<file path="config.mk">
export PLATFORM = sky130hd
export DESIGN_NAME = i2c_master_byte_controller_flat
export DESIGN_NICKNAME = d
export VERILOG_FILES = /design/src/sv/i2cm_pkg.sv /design/src/sv/i2cm_if.sv /design/src/sv/i2cm_in_reg.sv /design/src/sv/i2cm_engine.sv /design/src/sv/i2c_master_byte_controller.sv /design/src/flat_wrapper.sv
export SDC_FILE = /design/constraint.sdc
export NUM_CORES = 1
export LEC_CHECK = 0
export ABC_AREA = 1
export BUFFER_PORTS_ARGS = -buffer_cell sky130_fd_sc_hd__buf_4
export CAP_MARGIN = 10
export CELL_PAD_IN_SITES_DETAIL_PLACEMENT = 1
export CELL_PAD_IN_SITES_GLOBAL_PLACEMENT = 1
export CORE_ASPECT_RATIO = 1.2
export CORE_MARGIN = 4
export CORE_UTILIZATION = 47
export DETAILED_ROUTE_END_ITERATION = 12
export GPL_ROUTABILITY_DRIVEN = 0
export HOLD_SLACK_MARGIN = 0.1
export PLACE_DENSITY = 0.86
export SLEW_MARGIN = 10
export SYNTH_ARGS = -nofsm -noshare
export SYNTH_HDL_FRONTEND = slang
export SYNTH_SLANG_ARGS = --single-unit
</file>
<file path="constraint.sdc">
create_clock -name clk_i -period 8.3 [get_ports clk_i]
set_input_delay 1.66 -clock clk_i [delete_from_list [all_inputs] [get_ports clk_i]]
set_output_delay 1.66 -clock clk_i [all_outputs]
set_load 0.01 [all_outputs]
</file>
<file path="src/sv/i2cm_pkg.sv">
// shared types, codes and constants of the i2c master byte controller
`default_nettype none

package i2cm_pkg;

  localparam int unsigned HalfPeriodW = 16;
  localparam int unsigned StepW       = 5;
  localparam logic [StepW-1:0] ByteSteps  = 5'd18;
  localparam logic [StepW-1:0] StartSteps = 5'd3;
  localparam logic [StepW-1:0] StopSteps  = 5'd2;
  localparam logic [StepW-1:0] AckStep    = 5'd16;
  localparam logic [HalfPeriodW-1:0] HalfPeriodRst = 16'd1;

  typedef enum logic [1:0] {
    CMD_START = 2'd0,
    CMD_STOP  = 2'd1,
    CMD_WRITE = 2'd2,
    CMD_READ  = 2'd3
  } cmd_e;

  typedef struct packed {
    logic       cmd_valid;
    cmd_e       func;
    logic [7:0] data;
    logic       rw_bit;
    logic       send_ack;
    logic       sda_in;
  } tick_item_t;

  function automatic logic [StepW-1:0] step_count(cmd_e cmd);
    logic [StepW-1:0] n;
    unique case (cmd)
      CMD_START: n = StartSteps;
      CMD_STOP:  n = StopSteps;
      default:   n = ByteSteps;
    endcase
    return n;
  endfunction

endpackage

`default_nettype wire

</file>
<file path="src/sv/i2cm_if.sv">
// handshake channels: tick item in and pin/status item out
`default_nettype none

interface i2cm_cmd_if;
  logic       valid;
  logic       ready;
  logic       cmd_valid;
  logic [1:0] func;
  logic [7:0] data;
  logic       rw_bit;
  logic       send_ack;
  logic       sda_in;

  modport source (output valid, cmd_valid, func, data, rw_bit, send_ack, sda_in,
                  input ready);
  modport sink (input valid, cmd_valid, func, data, rw_bit, send_ack, sda_in,
                output ready);
endinterface

interface i2cm_res_if;
  logic       valid;
  logic       ready;
  logic       scl_level;
  logic       sda_release;
  logic       busy_res;
  logic       done_res;
  logic [7:0] rx_byte;
  logic       nack_seen;

  modport source (output valid, scl_level, sda_release, busy_res, done_res, rx_byte,
                  nack_seen, input ready);
  modport sink (input valid, scl_level, sda_release, busy_res, done_res, rx_byte,
                nack_seen, output ready);
endinterface

`default_nettype wire

</file>
<file path="src/sv/i2cm_in_reg.sv">
// input register stage for tick items
`default_nettype none

module i2cm_in_reg
  import i2cm_pkg::*;
(
  input  wire         clk_i,
  input  wire         rst_ni,
  i2cm_cmd_if.sink    cmd_i,
  input  wire         take_i,
  output logic        item_valid_o,
  output tick_item_t  item_o
);

  logic       valid_q, valid_d;
  tick_item_t item_q;
  logic       load;

  assign cmd_i.ready = !valid_q || take_i;
  assign load        = cmd_i.valid && cmd_i.ready;

  always_comb begin
    valid_d = valid_q;
    if (load) begin
      valid_d = 1'b1;
    end else if (take_i) begin
      valid_d = 1'b0;
    end
  end

  always_ff @(posedge clk_i or negedge rst_ni) begin
    if (!rst_ni) begin
      valid_q <= 1'b0;
    end else begin
      valid_q <= valid_d;
    end
  end

  always_ff @(posedge clk_i) begin
    if (load) begin
      item_q.cmd_valid <= cmd_i.cmd_valid;
      item_q.func      <= cmd_e'(cmd_i.func);
      item_q.data      <= cmd_i.data;
      item_q.rw_bit    <= cmd_i.rw_bit;
      item_q.send_ack  <= cmd_i.send_ack;
      item_q.sda_in    <= cmd_i.sda_in;
    end
  end

  assign item_valid_o = valid_q;
  assign item_o       = item_q;

endmodule

`default_nettype wire

</file>
<file path="src/sv/i2cm_engine.sv">
// bus sequencer state and result register, one tick per cycle while the result is taken
`default_nettype none

module i2cm_engine
  import i2cm_pkg::*;
(
  input  wire                    clk_i,
  input  wire                    rst_ni,
  input  wire                    cfg_we_i,
  input  wire [HalfPeriodW-1:0]  cfg_wdata_i,
  input  wire                    item_valid_i,
  input  tick_item_t             item_i,
  output logic                   take_o,
  i2cm_res_if.source             res_o
);

  logic [HalfPeriodW-1:0] hp_q;
  cmd_e                   cmd_q, cmd_d;
  logic                   running_q, running_d;
  logic [StepW-1:0]       step_q, step_d;
  logic [HalfPeriodW-1:0] tick_q, tick_d;
  logic [7:0]             shift_q, shift_d;
  logic                   ack_q, ack_d;
  logic                   nack_q, nack_d;
  logic                   scl_q, scl_d;
  logic                   sda_q, sda_d;
  logic [7:0]             rx_q, rx_d;
  logic                   done_d;
  logic                   res_valid_q, res_valid_d;
  logic                   res_done_q;

  logic                   fire;
  logic                   act;
  logic [StepW-1:0]       k;
  logic [HalfPeriodW-1:0] tick_inc;
  logic [StepW-1:0]       step_inc;

  assign take_o   = !res_valid_q || res_o.ready;
  assign fire     = item_valid_i && take_o;
  assign tick_inc = tick_q + HalfPeriodW'(1);
  assign step_inc = step_q + StepW'(1);

  always_comb begin
    cmd_d     = cmd_q;
    running_d = running_q;
    step_d    = step_q;
    tick_d    = tick_q;
    shift_d   = shift_q;
    ack_d     = ack_q;
    nack_d    = nack_q;
    scl_d     = scl_q;
    sda_d     = sda_q;
    rx_d      = rx_q;
    done_d    = 1'b0;
    act       = 1'b0;
    k         = '0;

    if (fire) begin
      if (running_q) begin
        tick_d = tick_inc;
        if (tick_inc >= hp_q) begin
          tick_d = '0;
          if (step_inc >= step_count(cmd_q)) begin
            running_d = 1'b0;
            done_d    = 1'b1;
            step_d    = '0;
            if (cmd_q == CMD_READ) begin
              rx_d = shift_q;
              if (ack_q) begin
                sda_d = 1'b1;
              end
            end
          end else begin
            step_d = step_inc;
            act    = 1'b1;
            k      = step_inc;
          end
        end
      end else if (item_i.cmd_valid) begin
        cmd_d     = item_i.func;
        running_d = 1'b1;
        step_d    = '0;
        tick_d    = '0;
        ack_d     = item_i.send_ack;
        shift_d   = (item_i.func == CMD_WRITE) ? (item_i.data | {7'd0, item_i.rw_bit})
                                               : 8'd0;
        act       = 1'b1;
      end
    end

    if (act) begin
      unique case (cmd_d)
        CMD_START: begin
          if (k == 5'd0) begin
            sda_d = 1'b1;
            scl_d = 1'b1;
          end else if (k == 5'd1) begin
            sda_d = 1'b0;
          end else begin
            scl_d = 1'b0;
          end
        end
        CMD_STOP: begin
          if (k == 5'd0) begin
            sda_d = 1'b0;
            scl_d = 1'b1;
          end else begin
            sda_d = 1'b1;
          end
        end
        CMD_WRITE: begin
          if (k < AckStep) begin
            if (!k[0]) begin
              sda_d = shift_d[7];
              scl_d = 1'b1;
            end else begin
              scl_d   = 1'b0;
              shift_d = {shift_d[6:0], 1'b0};
            end
          end else if (k == AckStep) begin
            sda_d = 1'b1;
            scl_d = 1'b1;
          end else begin
            nack_d = item_i.sda_in;
            scl_d  = 1'b0;
          end
        end
        CMD_READ: begin
          if (k < AckStep) begin
            if (!k[0]) begin
              sda_d = 1'b1;
              scl_d = 1'b1;
            end else begin
              shift_d = {shift_d[6:0], item_i.sda_in};
              scl_d   = 1'b0;
            end
          end else if (k == AckStep) begin
            sda_d = !ack_d;
            scl_d = 1'b1;
          end else begin
            scl_d = 1'b0;
          end
        end
        default: begin
          scl_d = scl_q;
        end
      endcase
    end

    res_valid_d = res_valid_q;
    if (fire) begin
      res_valid_d = 1'b1;
    end else if (res_o.ready) begin
      res_valid_d = 1'b0;
    end
  end

  always_ff @(posedge clk_i or negedge rst_ni) begin
    if (!rst_ni) begin
      hp_q        <= HalfPeriodRst;
      cmd_q       <= CMD_START;
      running_q   <= 1'b0;
      step_q      <= '0;
      tick_q      <= '0;
      shift_q     <= '0;
      ack_q       <= 1'b0;
      nack_q      <= 1'b0;
      scl_q       <= 1'b1;
      sda_q       <= 1'b1;
      rx_q        <= '0;
      res_valid_q <= 1'b0;
      res_done_q  <= 1'b0;
    end else begin
      if (cfg_we_i) begin
        hp_q <= cfg_wdata_i;
      end
      cmd_q       <= cmd_d;
      running_q   <= running_d;
      step_q      <= step_d;
      tick_q      <= tick_d;
      shift_q     <= shift_d;
      ack_q       <= ack_d;
      nack_q      <= nack_d;
      scl_q       <= scl_d;
      sda_q       <= sda_d;
      rx_q        <= rx_d;
      res_valid_q <= res_valid_d;
      if (fire) begin
        res_done_q <= done_d;
      end
    end
  end

  assign res_o.valid       = res_valid_q;
  assign res_o.scl_level   = scl_q;
  assign res_o.sda_release = sda_q;
  assign res_o.busy_res    = running_q;
  assign res_o.done_res    = res_done_q;
  assign res_o.rx_byte     = rx_q;
  assign res_o.nack_seen   = nack_q;

  a_done_not_busy: assert property (@(posedge clk_i) disable iff (!rst_ni)
    res_done_q |-> !running_q)
    else $error("done item shows busy");

  a_idle_step_zero: assert property (@(posedge clk_i) disable iff (!rst_ni)
    !running_q |-> (step_q == '0))
    else $error("step index left nonzero while idle");

  a_step_in_range: assert property (@(posedge clk_i) disable iff (!rst_ni)
    running_q |-> (step_q < step_count(cmd_q)))
    else $error("step index past end of command");

  a_done_ends_run: assert property (@(posedge clk_i) disable iff (!rst_ni)
    (fire && done_d) |=> (!running_q && res_done_q))
    else $error("done without ending the command");

endmodule

`default_nettype wire

</file>
<file path="src/sv/i2c_master_byte_controller.sv">
// top level of the tick-driven i2c master byte controller
//
//   channel   dir  handshake        payload
//   cmd_i     in   valid/ready      cmd_valid func data rw_bit send_ack sda_in
//   res_o     out  valid/ready      scl_level sda_release busy_res done_res
//                                   rx_byte nack_seen
//   cfg       in   cfg_we_i         cfg_wdata_i = half_period
//
// one item in and one item out per cycle while results are taken; each item passes
// the input register, then the sequencer plus result register
// a stalled result holds the sequencer and backs up into the input register
// reset: pins released, idle, half_period 1
`default_nettype none

module i2c_master_byte_controller
  import i2cm_pkg::*;
(
  input  wire                   clk_i,
  input  wire                   rst_ni,
  input  wire                   cfg_we_i,
  input  wire [HalfPeriodW-1:0] cfg_wdata_i,
  i2cm_cmd_if.sink              cmd_i,
  i2cm_res_if.source            res_o
);

  logic       item_valid;
  tick_item_t item;
  logic       take;

  i2cm_in_reg u_in_reg (
    .clk_i        (clk_i),
    .rst_ni       (rst_ni),
    .cmd_i        (cmd_i),
    .take_i       (take),
    .item_valid_o (item_valid),
    .item_o       (item)
  );

  i2cm_engine u_engine (
    .clk_i        (clk_i),
    .rst_ni       (rst_ni),
    .cfg_we_i     (cfg_we_i),
    .cfg_wdata_i  (cfg_wdata_i),
    .item_valid_i (item_valid),
    .item_i       (item),
    .take_o       (take),
    .res_o        (res_o)
  );

endmodule

`default_nettype wire

</file>
<file path="src/flat_wrapper.sv">
// flat-port wrapper written by rule: the top's interface ports become plain ports
module i2c_master_byte_controller_flat import i2cm_pkg::*;
  (clk_i, rst_ni, cfg_we_i, cfg_wdata_i, cmd_i_valid, cmd_i_cmd_valid, cmd_i_func, cmd_i_data, cmd_i_rw_bit, cmd_i_send_ack, cmd_i_sda_in, cmd_i_ready, res_o_valid, res_o_scl_level, res_o_sda_release, res_o_busy_res, res_o_done_res, res_o_rx_byte, res_o_nack_seen, res_o_ready);
  i2cm_cmd_if cmd_i_i ();
  i2cm_res_if res_o_i ();
  input  wire clk_i;
  input  wire rst_ni;
  input  wire cfg_we_i;
  input  wire [HalfPeriodW-1:0] cfg_wdata_i;
  input wire logic [$bits(cmd_i_i.valid)-1:0] cmd_i_valid;
  input wire logic [$bits(cmd_i_i.cmd_valid)-1:0] cmd_i_cmd_valid;
  input wire logic [$bits(cmd_i_i.func)-1:0] cmd_i_func;
  input wire logic [$bits(cmd_i_i.data)-1:0] cmd_i_data;
  input wire logic [$bits(cmd_i_i.rw_bit)-1:0] cmd_i_rw_bit;
  input wire logic [$bits(cmd_i_i.send_ack)-1:0] cmd_i_send_ack;
  input wire logic [$bits(cmd_i_i.sda_in)-1:0] cmd_i_sda_in;
  output wire logic [$bits(cmd_i_i.ready)-1:0] cmd_i_ready;
  output wire logic [$bits(res_o_i.valid)-1:0] res_o_valid;
  output wire logic [$bits(res_o_i.scl_level)-1:0] res_o_scl_level;
  output wire logic [$bits(res_o_i.sda_release)-1:0] res_o_sda_release;
  output wire logic [$bits(res_o_i.busy_res)-1:0] res_o_busy_res;
  output wire logic [$bits(res_o_i.done_res)-1:0] res_o_done_res;
  output wire logic [$bits(res_o_i.rx_byte)-1:0] res_o_rx_byte;
  output wire logic [$bits(res_o_i.nack_seen)-1:0] res_o_nack_seen;
  input wire logic [$bits(res_o_i.ready)-1:0] res_o_ready;
  assign cmd_i_i.valid = cmd_i_valid;
  assign cmd_i_i.cmd_valid = cmd_i_cmd_valid;
  assign cmd_i_i.func = cmd_i_func;
  assign cmd_i_i.data = cmd_i_data;
  assign cmd_i_i.rw_bit = cmd_i_rw_bit;
  assign cmd_i_i.send_ack = cmd_i_send_ack;
  assign cmd_i_i.sda_in = cmd_i_sda_in;
  assign cmd_i_ready = cmd_i_i.ready;
  assign res_o_valid = res_o_i.valid;
  assign res_o_scl_level = res_o_i.scl_level;
  assign res_o_sda_release = res_o_i.sda_release;
  assign res_o_busy_res = res_o_i.busy_res;
  assign res_o_done_res = res_o_i.done_res;
  assign res_o_rx_byte = res_o_i.rx_byte;
  assign res_o_nack_seen = res_o_i.nack_seen;
  assign res_o_i.ready = res_o_ready;
  i2c_master_byte_controller u_core (.clk_i(clk_i), .rst_ni(rst_ni), .cfg_we_i(cfg_we_i), .cfg_wdata_i(cfg_wdata_i), .cmd_i(cmd_i_i), .res_o(res_o_i));
endmodule
</file>
-- Word-level counts from Yosys, hierarchy flattened
Cells that the tools add are included.
- add/sub/neg operators: 2
- order comparisons: 3
- eq/ne operators: 11
- muxes and demuxes: 68
- bitwise operators: 3
- reductions and logical operators: 19
- operators with widths (operator ; number):
    two-way mux 8 bit ; 9
    two-way mux 5 bit ; 10
    two-way mux 16 bit ; 3
    two-way mux 1 bit ; 39
    adder 16 x 1 -> 16 bit (second input constant) ; 1
    greater-or-equal comparator 16 bit ; 1
    one-hot mux 8 bit (2 select lines) ; 1
    one-hot mux 5 bit (2 select lines) ; 1
    equality test 2 bit (second input constant) ; 4
    OR 8 x 1 -> 8 bit ; 1
    two-way mux 2 bit ; 3
    AND reduction 3 bit ; 2
    nonzero test 2 bit ; 3
    adder 5 x 1 -> 5 bit (second input constant) ; 1
    equality test 5 x 1 -> 1 bit (second input constant) ; 1
    equality test 5 bit (second input constant) ; 1
    greater-or-equal comparator 5 bit ; 1
    zero test 5 bit ; 1
    < comparator 5 bit (second input constant) ; 1
    AND reduction 5 bit ; 1
    equality test 2 x 1 -> 1 bit (second input constant) ; 2
    zero test 2 bit ; 2
    one-hot mux 1 bit (4 select lines) ; 1
    AND reduction 4 bit ; 1
    other kinds (10) ; 15
- register bits: 77
- bits of input ports: 35
- output and inout bits: 15
- logic and storage cells: 126

-- Longest topological paths before layout
- word-level depth: 15
- mapped depth: 26

-- By module
From an unflattened synthesis, not the netlist that was laid out.
- cells, all modules: 465
- area, all modules: 4065.1 µm²
- by module, submodules not included (module ; times used ; cells an instance ; area each (µm²)):
    i2cm_engine ; 1 ; 445 ; 3599.7
    i2cm_in_reg ; 1 ; 20 ; 465.4

-- Least setup slack after synthesis
Ideal clock, no wire load.
- kind: input to output
- start point: input res_o_ready
- end point: output cmd_i_ready
- arrival: 1.844 ns
- data required time: 6.640 ns
- path slack: 4.796 ns
- stages: 2
- buffers on the path: 0
- path through: inv_1 nand3_1
- word-level cells in the longest chain between the ends: 2
- RTL lines (item ; line ; source):
    start: declaration ; flat_wrapper.sv:25 ; input wire logic [$bits(res_o_i.ready)-1:0] res_o_ready;
    logical OR 1 bit ; i2cm_engine.sv:38 ; assign take_o = !res_valid_q || res_o.ready;
    logical OR 1 bit ; i2cm_in_reg.sv:19 ; assign cmd_i.ready = !valid_q || take_i;
    end: declaration ; flat_wrapper.sv:17 ; output wire logic [$bits(cmd_i_i.ready)-1:0] cmd_i_ready;
No other way between the ends.

-- Worst setup path in the final report
- start point: register u_core.u_engine.tick_q[0]
- end point: register u_core.u_engine.sda_q (netlist: u_core.u_engine.res_o.sda_release)
- word-level cells in the longest chain between the ends: 10
- elaborated cells on any way between the ends: 26
- those cells by class: add/sub: 1; order compare: 2; eq/ne: 2; mux: 20; reduce/logical: 1
- RTL lines (item ; line ; source):
    start: declaration ; i2cm_engine.sv:21 ; logic [HalfPeriodW-1:0] tick_q, tick_d;
    start signal: assignment ; i2cm_engine.sv:180 ; tick_q <= tick_d;
    adder 16 x 1 -> 16 bit (*) ; i2cm_engine.sv:40 ; assign tick_inc = tick_q + HalfPeriodW'(1);
    greater-or-equal comparator 16 bit (*) ; i2cm_engine.sv:61 ; if (tick_inc >= hp_q) begin
    branches (longest 7 deep; another with < comparator 5 bit) ; -- ;
    two-way mux 1 bit (*) ; i2cm_engine.sv:91 ; if (act) begin
    net u_core.u_engine.sda_d ; i2cm_engine.sv:26 ; logic sda_q, sda_d;
    end signal: assignment ; i2cm_engine.sv:169 ; sda_q <= 1'b1;
    end signal: assignment ; i2cm_engine.sv:185 ; sda_q <= sda_d;
    end: declaration ; i2cm_engine.sv:26 ;
Mark *: on every way through the listed nets, which the timed path passes.
A chain may end at the register's enable or synchronous reset.

==> results by group <==
Clocking
  • CTS Buffer Depth: 2
  • Root Buffer: clkbuf_8
  • Number of gates resized after CTS: 0
  • Clock buffer count from CTS: 9
  • Setup bufs post-CTS: 0
  • H-tree depth: 3
  • CTS tree: built
  • Clock Sink Count: 77
  • Worst-path clk slew: 90 ps
  • Worst skew pair latency: 360 ps
  • Hold buffer count at cts: 0

Route
  • Drt pass-1 iters: 4
  • Final wirelength: 9830 um
  • Drt initial violations: 142
  • Wire per inst: 15.3 um
  • Drt drc: 0
  • Vias/cell: 5.10
  • Antenna Nets Post-Route: 0
  • Via count: 3268

Synthesis
  • Post-synth top area cell: dfrtp_1
  • Main synth FF type: dfrtp_1
  • Largest cells by area after synthesis: dfrtp_1, edfxtp_1, nand2_1, inv_1, ha_1
  • Post-Syn Area per Cell: around 8.6 um2
  • Top cell type's share of synthesized area: 37.2%
  • Asr flop ratio synth: 81.8%
  • Mapped Area: 4040 um2
  • #FFs+latches synth: 77
  • Synth unique cells: 36
  • Post-synthesis sequential area ratio: 49.6%
  • Post-Syn Nets: around 530
  • Synth Instances: 470
  • Number of flops mapped to enable cells by yosys: 14
  • Ys Warns: 0

Global route
  • Initial antenna violation count: 0
  • First-pass GRT wire length: 17100 um
  • Vias in the first global route: 3643
  • Gr usage total: a little over a fifth
  • Total gr overflow: 0
  • Largest net degree at the start of global routing: 64

STA
  • Slew HR: 44.3%
  • Setup ws final: 4400 ps
  • Slew Limit Fails: 0
  • Clock Skews: 11.0 ps
  • Fin. Hold Viols: 0
  • Least-Margin Pin Slew: between 800 and 900 ps
  • Fmax: 0.256 GHz
  • Setup violations, final: 0
  • RSZ-0062 raised after global routing: no
  • Setup tns final: 0 ps
  • Final min period: 3900 ps
  • Crit share post-route: a little under half

Placement
  • Placed Cells: 625
  • DP Area: approximately 4500 um2
  • DP HPWL: 7100 um
  • Port Buf Inserts: just under 50
  • Dpl ws: 4440 ps

Layout
  • Area Growth Syn to Fin: 17.8%
  • Diodes inserted: 0
  • Layout Nets: 577
  • Most frequent cells in the layout: nand2_1, inv_1, dfrtp_1
  • Most common cell after layout, fill and taps aside: nand2_1
  • Post-Route Utilization: 57.7%
  • Share of layout cells above drive strength 1: approximately 16%
  • Final non-filler cell total: ~640
  • Fin area: 4750 um2

Power
  • Peak supply drop: about 0.15 mV
  • PwrDens: 243 nW/um2
  • Switch share: between 30% and 40%
  • Switching pwr: 385 uW
  • Comb pwr share: 27.5%
  • Pint: approximately 770 uW
  • Leakage: 2.48 nW
  • Clk network pwr share: 29.7%
  • Seq pwr share: 42.8%

Floorplanning
  • Die area: 10100 um2
  • Core area: about 8200 um2
  • Die height: 110 um
  • Boundary Pins: 50
  • Die X: 92.6 um
  • Num rows: 36
  • Initial Utilization: 49.0%

Worst hold path
  • Endpoint, Worst Hold: u_core.u_engine.res_o.scl_level
  • Hold_sp: u_core.u_engine.res_o.scl_level
  • Worst Hold Path Cells: 2
  • Hold Crit Class: reg2reg

Worst setup path
  • CP max-delay cell: dfrtp_1
  • Most used cell, CP: nand2_1
  • Reg2reg start: u_core.u_engine.tick_q[0]
  • CP arrival: roughly 4200 ps
  • Crit path required time: 8610 ps
  • Worst flop-to-flop path endpoint: u_core.u_engine.res_o.sda_release
  • Setup crit start kind: flop
  • Max Fanout on Critical Path: 17
  • Critical path class: reg2reg
  • CP endpoint kind: flop
  • Cell breakdown of the critical path: nand2_1, nor2_1, nand3_1, nor2_1, nand4_1, nor3_2, nand3_1, xor2_1, inv_1, ha_1, nand4_1, a21oi_1, nor2_1, nand2_1, nand4_2, o21bai_1, nand2_1, a21oi_1, nand2_1, nand2_1
  • R2r setup slk: 4400 ps
  • Worst r2r path cells: 20
  • Slowest stage delay, CP: ~430 ps

Status
  • Status: complete, no violations

Run
  • Max cap viols: 0
## critical path, delay by kind of cell (launching register included)
| family | cells | cell delay [ps] |
|---|---|---|
| xor+xnor | 1 | 250 |
| flops | 1 | 430 |
| fa+ha+maj | 1 | 300 |
| buf+inv | 1 | 90 |
| compound gates | 3 | 650 |
| simple gates | 14 | 2110 |
## state kept, by name, indices dropped and copies added, names as in the netlist
| name | flops |
|---|---|
| u_core.u_engine.step_q | 5 |
| u_core.u_engine.res_o.rx_byte | 8 |
| u_core.u_engine.hp_q | 16 |
| u_core.u_engine.shift_q | 8 |
| u_core.u_engine.res_o.valid | 1 |
| u_core.u_engine.res_o.nack_seen | 1 |
| u_core.u_engine.res_o.busy_res | 1 |
| u_core.u_engine.res_o.done_res | 1 |
| u_core.u_in_reg.item_valid_o | 1 |
| u_core.u_engine.res_o.scl_level | 1 |
| u_core.u_engine.ack_q | 1 |
| u_core.u_engine.res_o.sda_release | 1 |
| u_core.u_engine.cmd_q | 2 |
| u_core.u_engine.tick_q | 16 |
| u_core.u_in_reg.item_o | 14 |
## logic make-up (layout without fill, tap and decap cells)
family                   Yosys count  count (layout)  share of synthesized area, %
AO/OA/AOI/OAI                     70              70                          9.27
XOR/XNOR                          14              14                          3.04
adder cells (fa/ha/maj)           20              20                          6.20
buffers and inverters            101             158                          9.42
flip-flops                        77              77                          49.6
multiplexers                       8               8                          2.05
AND/OR/NAND/NOR                  180             180                          20.5
## final cells by class
type	instances	area (um2)
tap	114	143
multi-input combinational	292	1660
inverter	93	349
timing repair buffer	49	368
clock buffer	10	128
clock inverter	6	111
fill	1024	3490
sequential	77	2000
## cells in the mapped netlist (2+ instances only)
cell type / n
nand2_1: 104
inv_1: 90
dfrtp_1: 60
o21ai_0: 43
nand3_1: 26
nor2_1: 25
ha_1: 20
edfxtp_1: 14
xor2_1: 14
a21oi_1: 9
nand4_1: 9
o22ai_1: 9
clkbuf_1: 7
mux2i_1: 6
o21ai_1: 5
dfstp_2: 3
nor2_4: 3
inv_2: 2
mux2_2: 2
nand2_2: 2
nor3_2: 2
## layer usage
layer  global-route usage [%]  up-vias  part of all wire (%)
li1                         -     1603                     -
met1                     25.2     1586                    41
met2                     39.5       63                    54
met3                     4.11       16                   3.7
met4                     8.17        0                   1.4
met5                        0        -                     0
## metrics by stage
step	power (mW)	hold slack (ps)
after detailed placement	0.816	468
after global routing	1.24	513
after floorplan	0.709	473
after global placement	0.793	460
after CTS	1.17	481
final	1.15	476
## how the worst max path moves through the flow
stage                     cells after the start                           endpoint  slack (ps)                       from
after floorplan                               2                        cmd_i_ready        4800                res_o_ready
after global placement                        4                        cmd_i_ready        4560                res_o_ready
after detailed placement                     18  u_core.u_engine.res_o.sda_release        4440                res_o_ready
after CTS                                    20  u_core.u_engine.res_o.sda_release        4370  u_core.u_engine.tick_q[0]
after global routing                         20  u_core.u_engine.res_o.sda_release        3960  u_core.u_engine.tick_q[0]
final                                        20  u_core.u_engine.res_o.sda_release        4400  u_core.u_engine.tick_q[0]
## power by group through the flow
stage               clock network (mW)  registers (mW)  logic (mW)
global placement                     0           0.497       0.297
floorplan                            0           0.494       0.215
CTS                              0.349           0.495       0.323
finish                           0.343           0.494       0.318
global route                     0.370           0.502       0.368
detailed placement                   0           0.500       0.315
Power figures use the tool's default switching activity.
